===== config.mk =====
export PLATFORM = sky130hd
export DESIGN_NAME = dwr_ctrl
export DESIGN_NICKNAME = d
export VERILOG_FILES = /design/src/sv/dwr_pkg.sv /design/src/sv/dwr_ctrl.sv
export SDC_FILE = /design/constraint.sdc
export NUM_CORES = 1
export LEC_CHECK = 0
export BUFFER_PORTS_ARGS = -buffer_cell sky130_fd_sc_hd__clkbuf_2
export CAP_MARGIN = 20
export CORE_AREA = 2 2 39 41
export CTS_CLUSTER_DIAMETER = 120
export DETAILED_ROUTE_END_ITERATION = 6
export DIE_AREA = 0 0 41 43
export GPL_TIMING_DRIVEN = 0
export SLEW_MARGIN = 20
export SYNTH_ARGS = -nofsm -noshare
export SYNTH_HDL_FRONTEND = slang
export SYNTH_SLANG_ARGS = --single-unit

===== constraint.sdc =====
create_clock -name clk_i -period 1.7 [get_ports clk_i]
set_input_delay 0.17 -clock clk_i [delete_from_list [all_inputs] [get_ports clk_i]]
set_output_delay 0.17 -clock clk_i [all_outputs]
set_load 0.01 [all_outputs]

===== src/sv/dwr_pkg.sv =====
package dwr_pkg;

  localparam int unsigned SIZE      = 2048;
  localparam int unsigned POS_W     = 11;
  localparam int unsigned REM_W     = 12;
  localparam int unsigned RND_W     = 32;
  localparam int unsigned DIV_CNT_W = 5;

  localparam logic [REM_W-1:0] SIZE_COUNT = REM_W'(SIZE);

  localparam logic CMD_DRAW    = 1'b0;
  localparam logic CMD_RESTART = 1'b1;

  typedef enum logic [2:0] {
    ST_CLEAR,
    ST_IDLE,
    ST_DIV,
    ST_RD_PICK,
    ST_RD_LAST,
    ST_WR_PICK,
    ST_WR_LAST,
    ST_DONE
  } dwr_state_e;

  typedef struct packed {
    logic clr_wr;
    logic load;
    logic div_step;
    logic rd_pick;
    logic rd_last;
    logic wr_pick;
    logic wr_last;
    logic restart;
    logic empty_res;
    logic out_load;
  } dwr_cmd_t;

  typedef struct packed {
    logic clr_done;
    logic div_last;
    logic count_zero;
    logic out_busy;
  } dwr_stat_t;

endpackage


===== src/sv/dwr_ctrl.sv =====
module dwr_ctrl (
  input  logic               clk_i,
  input  logic               rst_ni,
  input  logic               in_valid_i,
  output logic               in_ready_o,
  input  logic               cmd_i,
  input  dwr_pkg::dwr_stat_t stat_i,
  output dwr_pkg::dwr_cmd_t  cmd_o
);
  import dwr_pkg::*;

  dwr_state_e state_q, state_d;

  always_ff @(posedge clk_i or negedge rst_ni) begin
    if (!rst_ni) begin
      state_q <= ST_CLEAR;
    end else begin
      state_q <= state_d;
    end
  end

  always_comb begin
    state_d    = state_q;
    cmd_o      = '0;
    in_ready_o = 1'b0;
    case (state_q)
      ST_CLEAR: begin
        cmd_o.clr_wr = 1'b1;
        if (stat_i.clr_done) begin
          state_d = ST_IDLE;
        end
      end
      ST_IDLE: begin
        in_ready_o = 1'b1;
        if (in_valid_i) begin
          if (cmd_i == CMD_RESTART) begin
            cmd_o.restart = 1'b1;
            state_d       = ST_DONE;
          end else if (stat_i.count_zero) begin
            cmd_o.empty_res = 1'b1;
            state_d         = ST_DONE;
          end else begin
            cmd_o.load = 1'b1;
            state_d    = ST_DIV;
          end
        end
      end
      ST_DIV: begin
        cmd_o.div_step = 1'b1;
        if (stat_i.div_last) begin
          state_d = ST_RD_PICK;
        end
      end
      ST_RD_PICK: begin
        cmd_o.rd_pick = 1'b1;
        state_d       = ST_RD_LAST;
      end
      ST_RD_LAST: begin
        cmd_o.rd_last = 1'b1;
        state_d       = ST_WR_PICK;
      end
      ST_WR_PICK: begin
        cmd_o.wr_pick = 1'b1;
        state_d       = ST_WR_LAST;
      end
      ST_WR_LAST: begin
        cmd_o.wr_last = 1'b1;
        state_d       = ST_DONE;
      end
      ST_DONE: begin
        if (!stat_i.out_busy) begin
          cmd_o.out_load = 1'b1;
          state_d        = ST_IDLE;
        end
      end
      default: begin
        state_d = ST_IDLE;
      end
    endcase
  end

endmodule


==> results of run 1 <==
==> power by group through the flow <==
| stage | sequential (W) | clock [W] | combinational (W) |
|---|---|---|---|
| 6_report | 0.000128 | 0.000123 | 0.000399 |
| 5_1_grt | 0.000134 | 0.000136 | 0.000442 |
| 3_3_place_gp | 0.000129 | 0 | 0.000389 |
| 2_1_floorplan | 0.000125 | 0 | 0.000287 |
| 3_5_place_dp | 0.000131 | 0 | 0.000396 |
| 4_1_cts | 0.000130 | 0.000129 | 0.000399 |
==> per-stage QoR <==
step / hold WS, ns / instances / power [W] / utilization, %
global route: 0.252 / 71 / 0.000712 / 30.7
CTS: 0.229 / 71 / 0.000658 / 30.7
global placement: -0.0317 / 66 / 0.000518 / 28.1
floorplan: -0.126 / 32 / 0.000412 / -
finish: 0.259 / 71 / 0.000650 / 30.7
detailed placement: -0.0299 / 66 / 0.000527 / 28.1
==> cell usage after synthesis <==
master / n / area (sq um)
a2bb2oi_1: 1 / 8.76
nor3_1: 2 / 10.0
buf_4: 1 / 7.51
and2b_2: 1 / 8.76
nand2_1: 2 / 7.51
and3_2: 1 / 7.51
a211oi_1: 1 / 7.51
nor3b_1: 1 / 7.51
a21oi_1: 3 / 15.0
and2_1: 1 / 6.26
buf_6: 1 / 11.3
inv_1: 1 / 3.75
nor3b_2: 2 / 25.0
nand2_2: 1 / 6.26
nor3b_4: 1 / 18.8
o31ai_1: 1 / 7.51
buf_2: 1 / 5.00
o211ai_1: 2 / 15.0
nor2_1: 4 / 15.0
and3b_2: 1 / 10.0
dfrtp_1: 3 / 75.1
==> cell type report <==
cell class / instances / share of cell area (%)
Inverter: 1 / 0.882
Clock buffer: 4 / 6.18
Buffer: 3 / 5.59
Sequential cell: 3 / 17.6
Timing Repair Buffer: 19 / 23.5
Multi-Input combinational cell: 25 / 41.5
Tap cell: 16 / 4.71
==> worst min path at each step <==
stage	end	cells after the start	slack, ns	startpoint
6_report	state_q[2]$_DFFE_PN0P_	3	0.26	stat_i[0]
5_1_grt	state_q[2]$_DFFE_PN0P_	3	0.25	stat_i[0]
4_1_cts	state_q[2]$_DFFE_PN0P_	3	0.23	stat_i[0]
3_5_place_dp	state_q[0]$_DFFE_PN0P_	1	-0.03	rst_ni
3_3_place_gp	state_q[2]$_DFFE_PN0P_	1	-0.03	rst_ni
2_1_floorplan	state_q[0]$_DFFE_PN0P_	0	-0.13	rst_ni
==> per-layer routing <==
layer	global-route usage [%]	share of wire (%)
met4	6.00	0
met5	0	0
met1	12.3	44
met3	3.14	8.5
met2	14.1	47
==> cells by family (layout without fill, tap and decap cells) <==
logic type             after synthesis  count (layout)  share of synthesized area [%]
and+or+nand+nor                     17              17                           44.0
AOI/OAI and AO/OA                    8               8                           19.3
buffers and inverters                4              27                           9.86
DFF                                  3               3                           26.9
==> worst max-delay path: cells and delay by family, from the launching register on <==
kind | cells | cell delay, ns
buffers and inverters | 2 | 0.29
and+or+nand+nor | 3 | 0.53
DFF | 1 | 0.37
==> metrics.md, run 1 <==
| Metric | Value |
|---|---|
| Largest Register | state_q |
| Clock sinks | 3 |
| CTS root buf | clkbuf_4 |
| Syn nets | 40 |
| Vias in the first global route | 299 |
| Static Leakage | 0.212 nW |
| Peak VDD IR | 0.465 mV |
| Largest register FFs | 3 |
| Remaining global-route overflow | 0 |
| GRT Util Overall | 9.87% |
| Seq/Total Area, Yosys | 26.9% |
| Netlist cell types | 21 |
| Sum of negative setup slack | 0 ns |
| Top Registers | state_q: 3 flops |
| Core Region | 1380 sq um |
| ANT cells | 0 |
| Register share of total power | 19.7% |
| CTS tree | done |
| CTS H-tree depth | 1 |
| RSZ-0062 raised after global routing | no |
| Largest net degree at the start of global routing | 11 |
| Footprint of the multi-input gates | 176 sq um |
| YS warnings | 0 |
| P per Cell Area | 1530 nW/um^2 |
| Int Pwr | 0.000377 W |
| Worst setup EP type | output port |
| Clk pin slew, worst setup/hold paths | 0.04 ns |
| Final Setup Violations | 0 |
| Period Utilization, post-route | 93.6% |
| CP cell instances | buf_6, nor3b_4, nand2_2, nor3b_2, clkbuf_2 |
| Critical path launch point | state_q[1]$_DFFE_PN0P_ |
| WP data arrival | 1.42 ns |
| Most frequent cells in the layout | clkbuf_2 (18), nor2_1 (4), a21oi_1 (3), clkbuf_4 (3), dfrtp_1 (3) |
| Layout cells sized above 1 | 56.4% |
| Max-Cap Viols | 0 |
| Maximum clock insertion buffer count | 2 |
| Cell count of the worst reg-to-reg path | 4 |
| Layout overhead on the synthesized area | 52.5% |
| Wire per inst | 9.92 um |
| Die X | 41 um |
| Area occupied by registers | 75.1 sq um |
| Commonest non-fill, non-tap cell in the layout | clkbuf_2 |
| DIE HEIGHT | 43 um |
| Clk Latency, worst-skew pair | 0.23 ns |
| Vias/cell | 4.51 |
| Crit Path Max Fanout | 10 |
| Slowest-stage cell, CP | dfrtp_1 |
| Placer Congestion | 0.718 |
| Slew @ Worst Pin | 0.240 ns |
| Fin nets | 64 |
| Post-synthesis register bit count | 3 |
| Slew HR | 84.0% |
| Combinational power share | 61.4% |
| Largest stage delay, worst path | 0.37 ns |
| Fmax | 629 MHz |
| # DRC | 0 |
| Via count | 320 |
| Layout fillers | 157 |
| Std cell rows | 14 |
| Final wirelength | 704 um |
| Drt first-iter violations | 11 |
| Placed Area | 389 sq um |
| Drt first pass iters | 4 |
| ANT nets after route | 0 |
| Outcome | completed |
| Post-CTS Setup Inserts | 0 |
| Worst Skew | 0.00495 ns |
| Minimum clock period | 1.59 ns |
| Pins Over Slew Limit | 0 |
| CP Launch Type | flip-flop |
| Psw | 0.000273 W |
| R2r setup slk | 0.60 ns |
| RR Startpoint | state_q[1]$_DFFE_PN0P_ |
| Netlist Area Pre-Place | 279 sq um |
| Initial antenna violation count | 0 |
| Worst R2R End | state_q[0]$_DFFE_PN0P_ |
| Pre-CTS setup slack | 0.350 ns |
| Final Hold Fails | 0 |
| Worst EP required | 1.53 ns |
| I/O pins | 19 |
| Total die area | 1760 sq um |
| Clock network power share | 18.9% |
| Port Buffers | 18 |
| PnR worst setup slack | 0.109 ns |
| Synthesized area per cell | 8.72 sq um |
| Hold buffer count at cts | 1 |
| First-pass GRT wire length | 1170 um |
| CP Capture Point | cmd_o[1] |
| Sw frac | 42.0% |
| Worst Hold Class | primary input to flip-flop |
| Setup CP Type | flip-flop to output port |
| Mapped Cells | 32 |
| Initial Utilization | 20.2% |
| Num CTS Buffers | 3 |
| Post-route cell area | 425 sq um |
| Gates resized, CTS repair | 0 |
Note: power is estimated with default switching activity, not from simulation.
==> run 2, diff against run 1 <==
--- a/config.mk
+++ b/config.mk
@@ -7,11 +7,14 @@
 export LEC_CHECK = 0
 export BUFFER_PORTS_ARGS = -buffer_cell sky130_fd_sc_hd__clkbuf_2
 export CAP_MARGIN = 20
-export CORE_AREA = 2 2 39 41
+export CELL_PAD_IN_SITES_DETAIL_PLACEMENT = 1
+export CELL_PAD_IN_SITES_GLOBAL_PLACEMENT = 2
+export CORE_MARGIN = 1.5
+export CORE_UTILIZATION = 20
 export CTS_CLUSTER_DIAMETER = 120
 export DETAILED_ROUTE_END_ITERATION = 6
-export DIE_AREA = 0 0 41 43
 export GPL_TIMING_DRIVEN = 0
+export PLACE_DENSITY_LB_ADDON = 0.1
 export SLEW_MARGIN = 20
 export SYNTH_ARGS = -nofsm -noshare
 export SYNTH_HDL_FRONTEND = slang
==> constraint.sdc (replaced) <==
create_clock -name clk_i -period 1.7 [get_ports clk_i]
set_input_delay 0.425 -clock clk_i [delete_from_list [all_inputs] [get_ports clk_i]]
set_output_delay 0.425 -clock clk_i [all_outputs]
set_load 0.01 [all_outputs]
==> metrics.md, run 2 (same netlist as run 1, synthesis figures left out) <==
| Metric | Value |
|---|---|
| CTS root buf | clkbuf_4 |
| Area occupied by registers | 76.3 sq um (+1.7%) |
| RSZ-0062 raised after global routing | yes |
| Sum of negative setup slack | -0.0648 ns (-0.0648 ns) |
| Fin nets | 70 (+9.4%) |
| Slew @ Worst Pin | 0.261 ns (+0.0215 ns) |
| Worst setup EP type | output port |
| Std cell rows | 13 (-1) |
| Final Setup Violations | 2 (+2) |
| Period Utilization, post-route | 103% (+9.4 points) |
| P per Cell Area | 1540 nW/um^2 (+0.62%) |
| Worst EP required | 1.27 ns (-0.26 ns) |
| Num CTS Buffers | 3 (unchanged) |
| Layout overhead on the synthesized area | 79.8% |
| Vias in the first global route | 335 (+12%) |
| Via count | 350 (+9.4%) |
| Setup CP Type | flip-flop to output port |
| Minimum clock period | 1.75 ns (+0.160 ns) |
| Port Buffers | 18 (unchanged) |
| CTS H-tree depth | 1 (unchanged) |
| Post-DP HPWL | 673 um |
| Vias/cell | 4.61 (+2.2%) |
| Placed Area | 388 sq um (-0.32%) |
| Total die area | 1630 sq um (-7.7%) |
| Crit Path Max Fanout | 3 (-7) |
| M3 GR Usage | 2.78% (-0.36 points) |
| Placer Congestion | 0.746 (+4.0%) |
| Top Registers | state_q: 3 flops |
| Maximum clock insertion buffer count | 2 (unchanged) |
| Final wirelength | 943 um (+34%) |
| Layout fillers | 168 (+7.0%) |
| PnR worst setup slack | -0.0514 ns (-0.160 ns) |
| ANT nets after route | 0 (unchanged) |
| CTS tree | done |
| Footprint of the multi-input gates | 191 sq um (+8.5%) |
| Commonest non-fill, non-tap cell in the layout | clkbuf_2 |
| Clock sinks | 3 (unchanged) |
| CP cell instances | nor3b_4, buf_4, and3_2, buf_6 |
| Most frequent cells in the layout | clkbuf_2 (13), buf_4 (6), buf_6 (4), buf_2 (4) |
| Fmax | 571 MHz (-9.2%) |
| Outcome | finished, violations left |
| I/O pins | 19 (unchanged) |
| Static Leakage | 0.253 nW (+19%) |
| Initial Utilization | 21.4% (+1.3 points) |
| Slowest-stage cell, CP | dfrtp_2 |
| Busiest layer in global routing | met2 |
| Largest stage delay, worst path | 0.43 ns (+0.06 ns) |
| Drt first pass iters | 1 (-3) |
| Pre-CTS setup slack | 0.0813 ns (-0.269 ns) |
| Max-Cap Viols | 0 (unchanged) |
| First-pass GRT wire length | 1430 um (+22%) |
| Largest Register | state_q |
| Initial antenna violation count | 0 (unchanged) |
| Pins Over Slew Limit | 0 (unchanged) |
| Total power | 0.000772 W (+19%) |
| Layout cells sized above 1 | 67.2% (+11 points) |
| CP Launch Type | flip-flop |
| Wire per inst | 12.4 um (+25%) |
| Worst Skew | 0.00345 ns (-0.00150 ns) |
| # DRC | 0 (unchanged) |
| Failing checks | negative setup slack |
| Worst Hold Class | primary input to flip-flop |
| DIE HEIGHT | 40.4 um (-6.2%) |
| Clk Latency, worst-skew pair | 0.23 ns (about the same) |
| Largest net degree at the start of global routing | 11 (unchanged) |
| Met2 global-route usage | 25.4% (+11 points) |
| Largest register FFs | 3 (unchanged) |
| Final Hold Fails | 0 (unchanged) |
| Clk pin slew, worst setup/hold paths | 0.04 ns (about the same) |
| WP data arrival | 1.33 ns (-0.09 ns) |
| Drt first-iter violations | 0 (-11) |
| WHS | 0.519 ns (+0.260 ns) |
| ANT cells | 0 (unchanged) |
| Slew HR | 82.5% (-1.5 points) |
| Peak VDD IR | 0.509 mV (+9.6%) |
| Post-route cell area | 502 sq um (+18%) |
| Met1 Usage GRT | 15.0% (+2.7 points) |
| GRT Util Overall | 13.7% (+3.8 points) |
| Core Region | 1300 sq um (-6.0%) |
| Remaining global-route overflow | 0 (unchanged) |
| Die X | 40.4 um (-1.6%) |
## run 2: worst paths after layout
| path | startpoint | cells after the start | end | slack [ns] |
|---|---|---|---|---|
| worst max register to register | state_q[2]$_DFFE_PN0P_ | 7 | state_q[2]$_DFFE_PN0P_ | 0.43 |
| max in group asynchronous | rst_ni | 2 | state_q[1]$_DFFE_PN0P_ | 1.05 |
| worst max-delay path | state_q[1]$_DFFE_PN0P_ | 4 | cmd_o[2] | -0.05 |
| worst min register to register | state_q[0]$_DFFE_PN0P_ | 2 | state_q[1]$_DFFE_PN0P_ | 0.72 |
| worst min-delay path | stat_i[1] | 3 | state_q[0]$_DFFE_PN0P_ | 0.52 |
| min in group asynchronous | rst_ni | 2 | state_q[0]$_DFFE_PN0P_ | 0.53 |
## run 2: repair_timing
action / CTS / global route
pin swaps: 4 / 4
endpoints found under the setup margin: 4 / 9
gates cloned: 0 / 0
resized for setup: 1 / 13
setup buffers: 5 / 2
hold buffers: 1 / 0
endpoints found under the hold margin: 3 / 0
## run 2: stage by stage
stage,util (%),instances
floorplan,-,32
global placement,29.8,65
detailed placement,29.8,65
CTS,35.7,75
global route,38.6,76
finish,38.6,76
## run 2: worst max-delay path, delay by kind of cell (launching register included)
kind,cells,cell delay [ns]
buffers and inverters,2,0.24
AND/OR/NAND/NOR,2,0.42
flip-flops,1,0.43
## run 2: area by class of cell
cell class              instances  area share [%]
plain buffers                   2            3.24
inverters                       1           0.748
repair buffers                 26            33.7
clock buffers                   4            5.24
multi-input cells              25            38.2
flip-flops and latches          3            15.2
well taps                      15            3.74
## run 2: power by group
group	internal, W	switching (W)	total (W)	leakage, nW
logic	0.000257	0.000248	0.000505	0.207
clock network	0.0000878	0.0000350	0.000123	0.0150
registers	0.000108	0.0000359	0.000144	0.0312
## run 2: metal layers
| layer | up-vias | wire [um] |
|---|---|---|
| met4 | 0 | 0 |
| met3 | 0 | 66 |
| met5 | - | 0 |
| met2 | 14 | 515 |
| li1 | 171 | - |
| met1 | 165 | 362 |
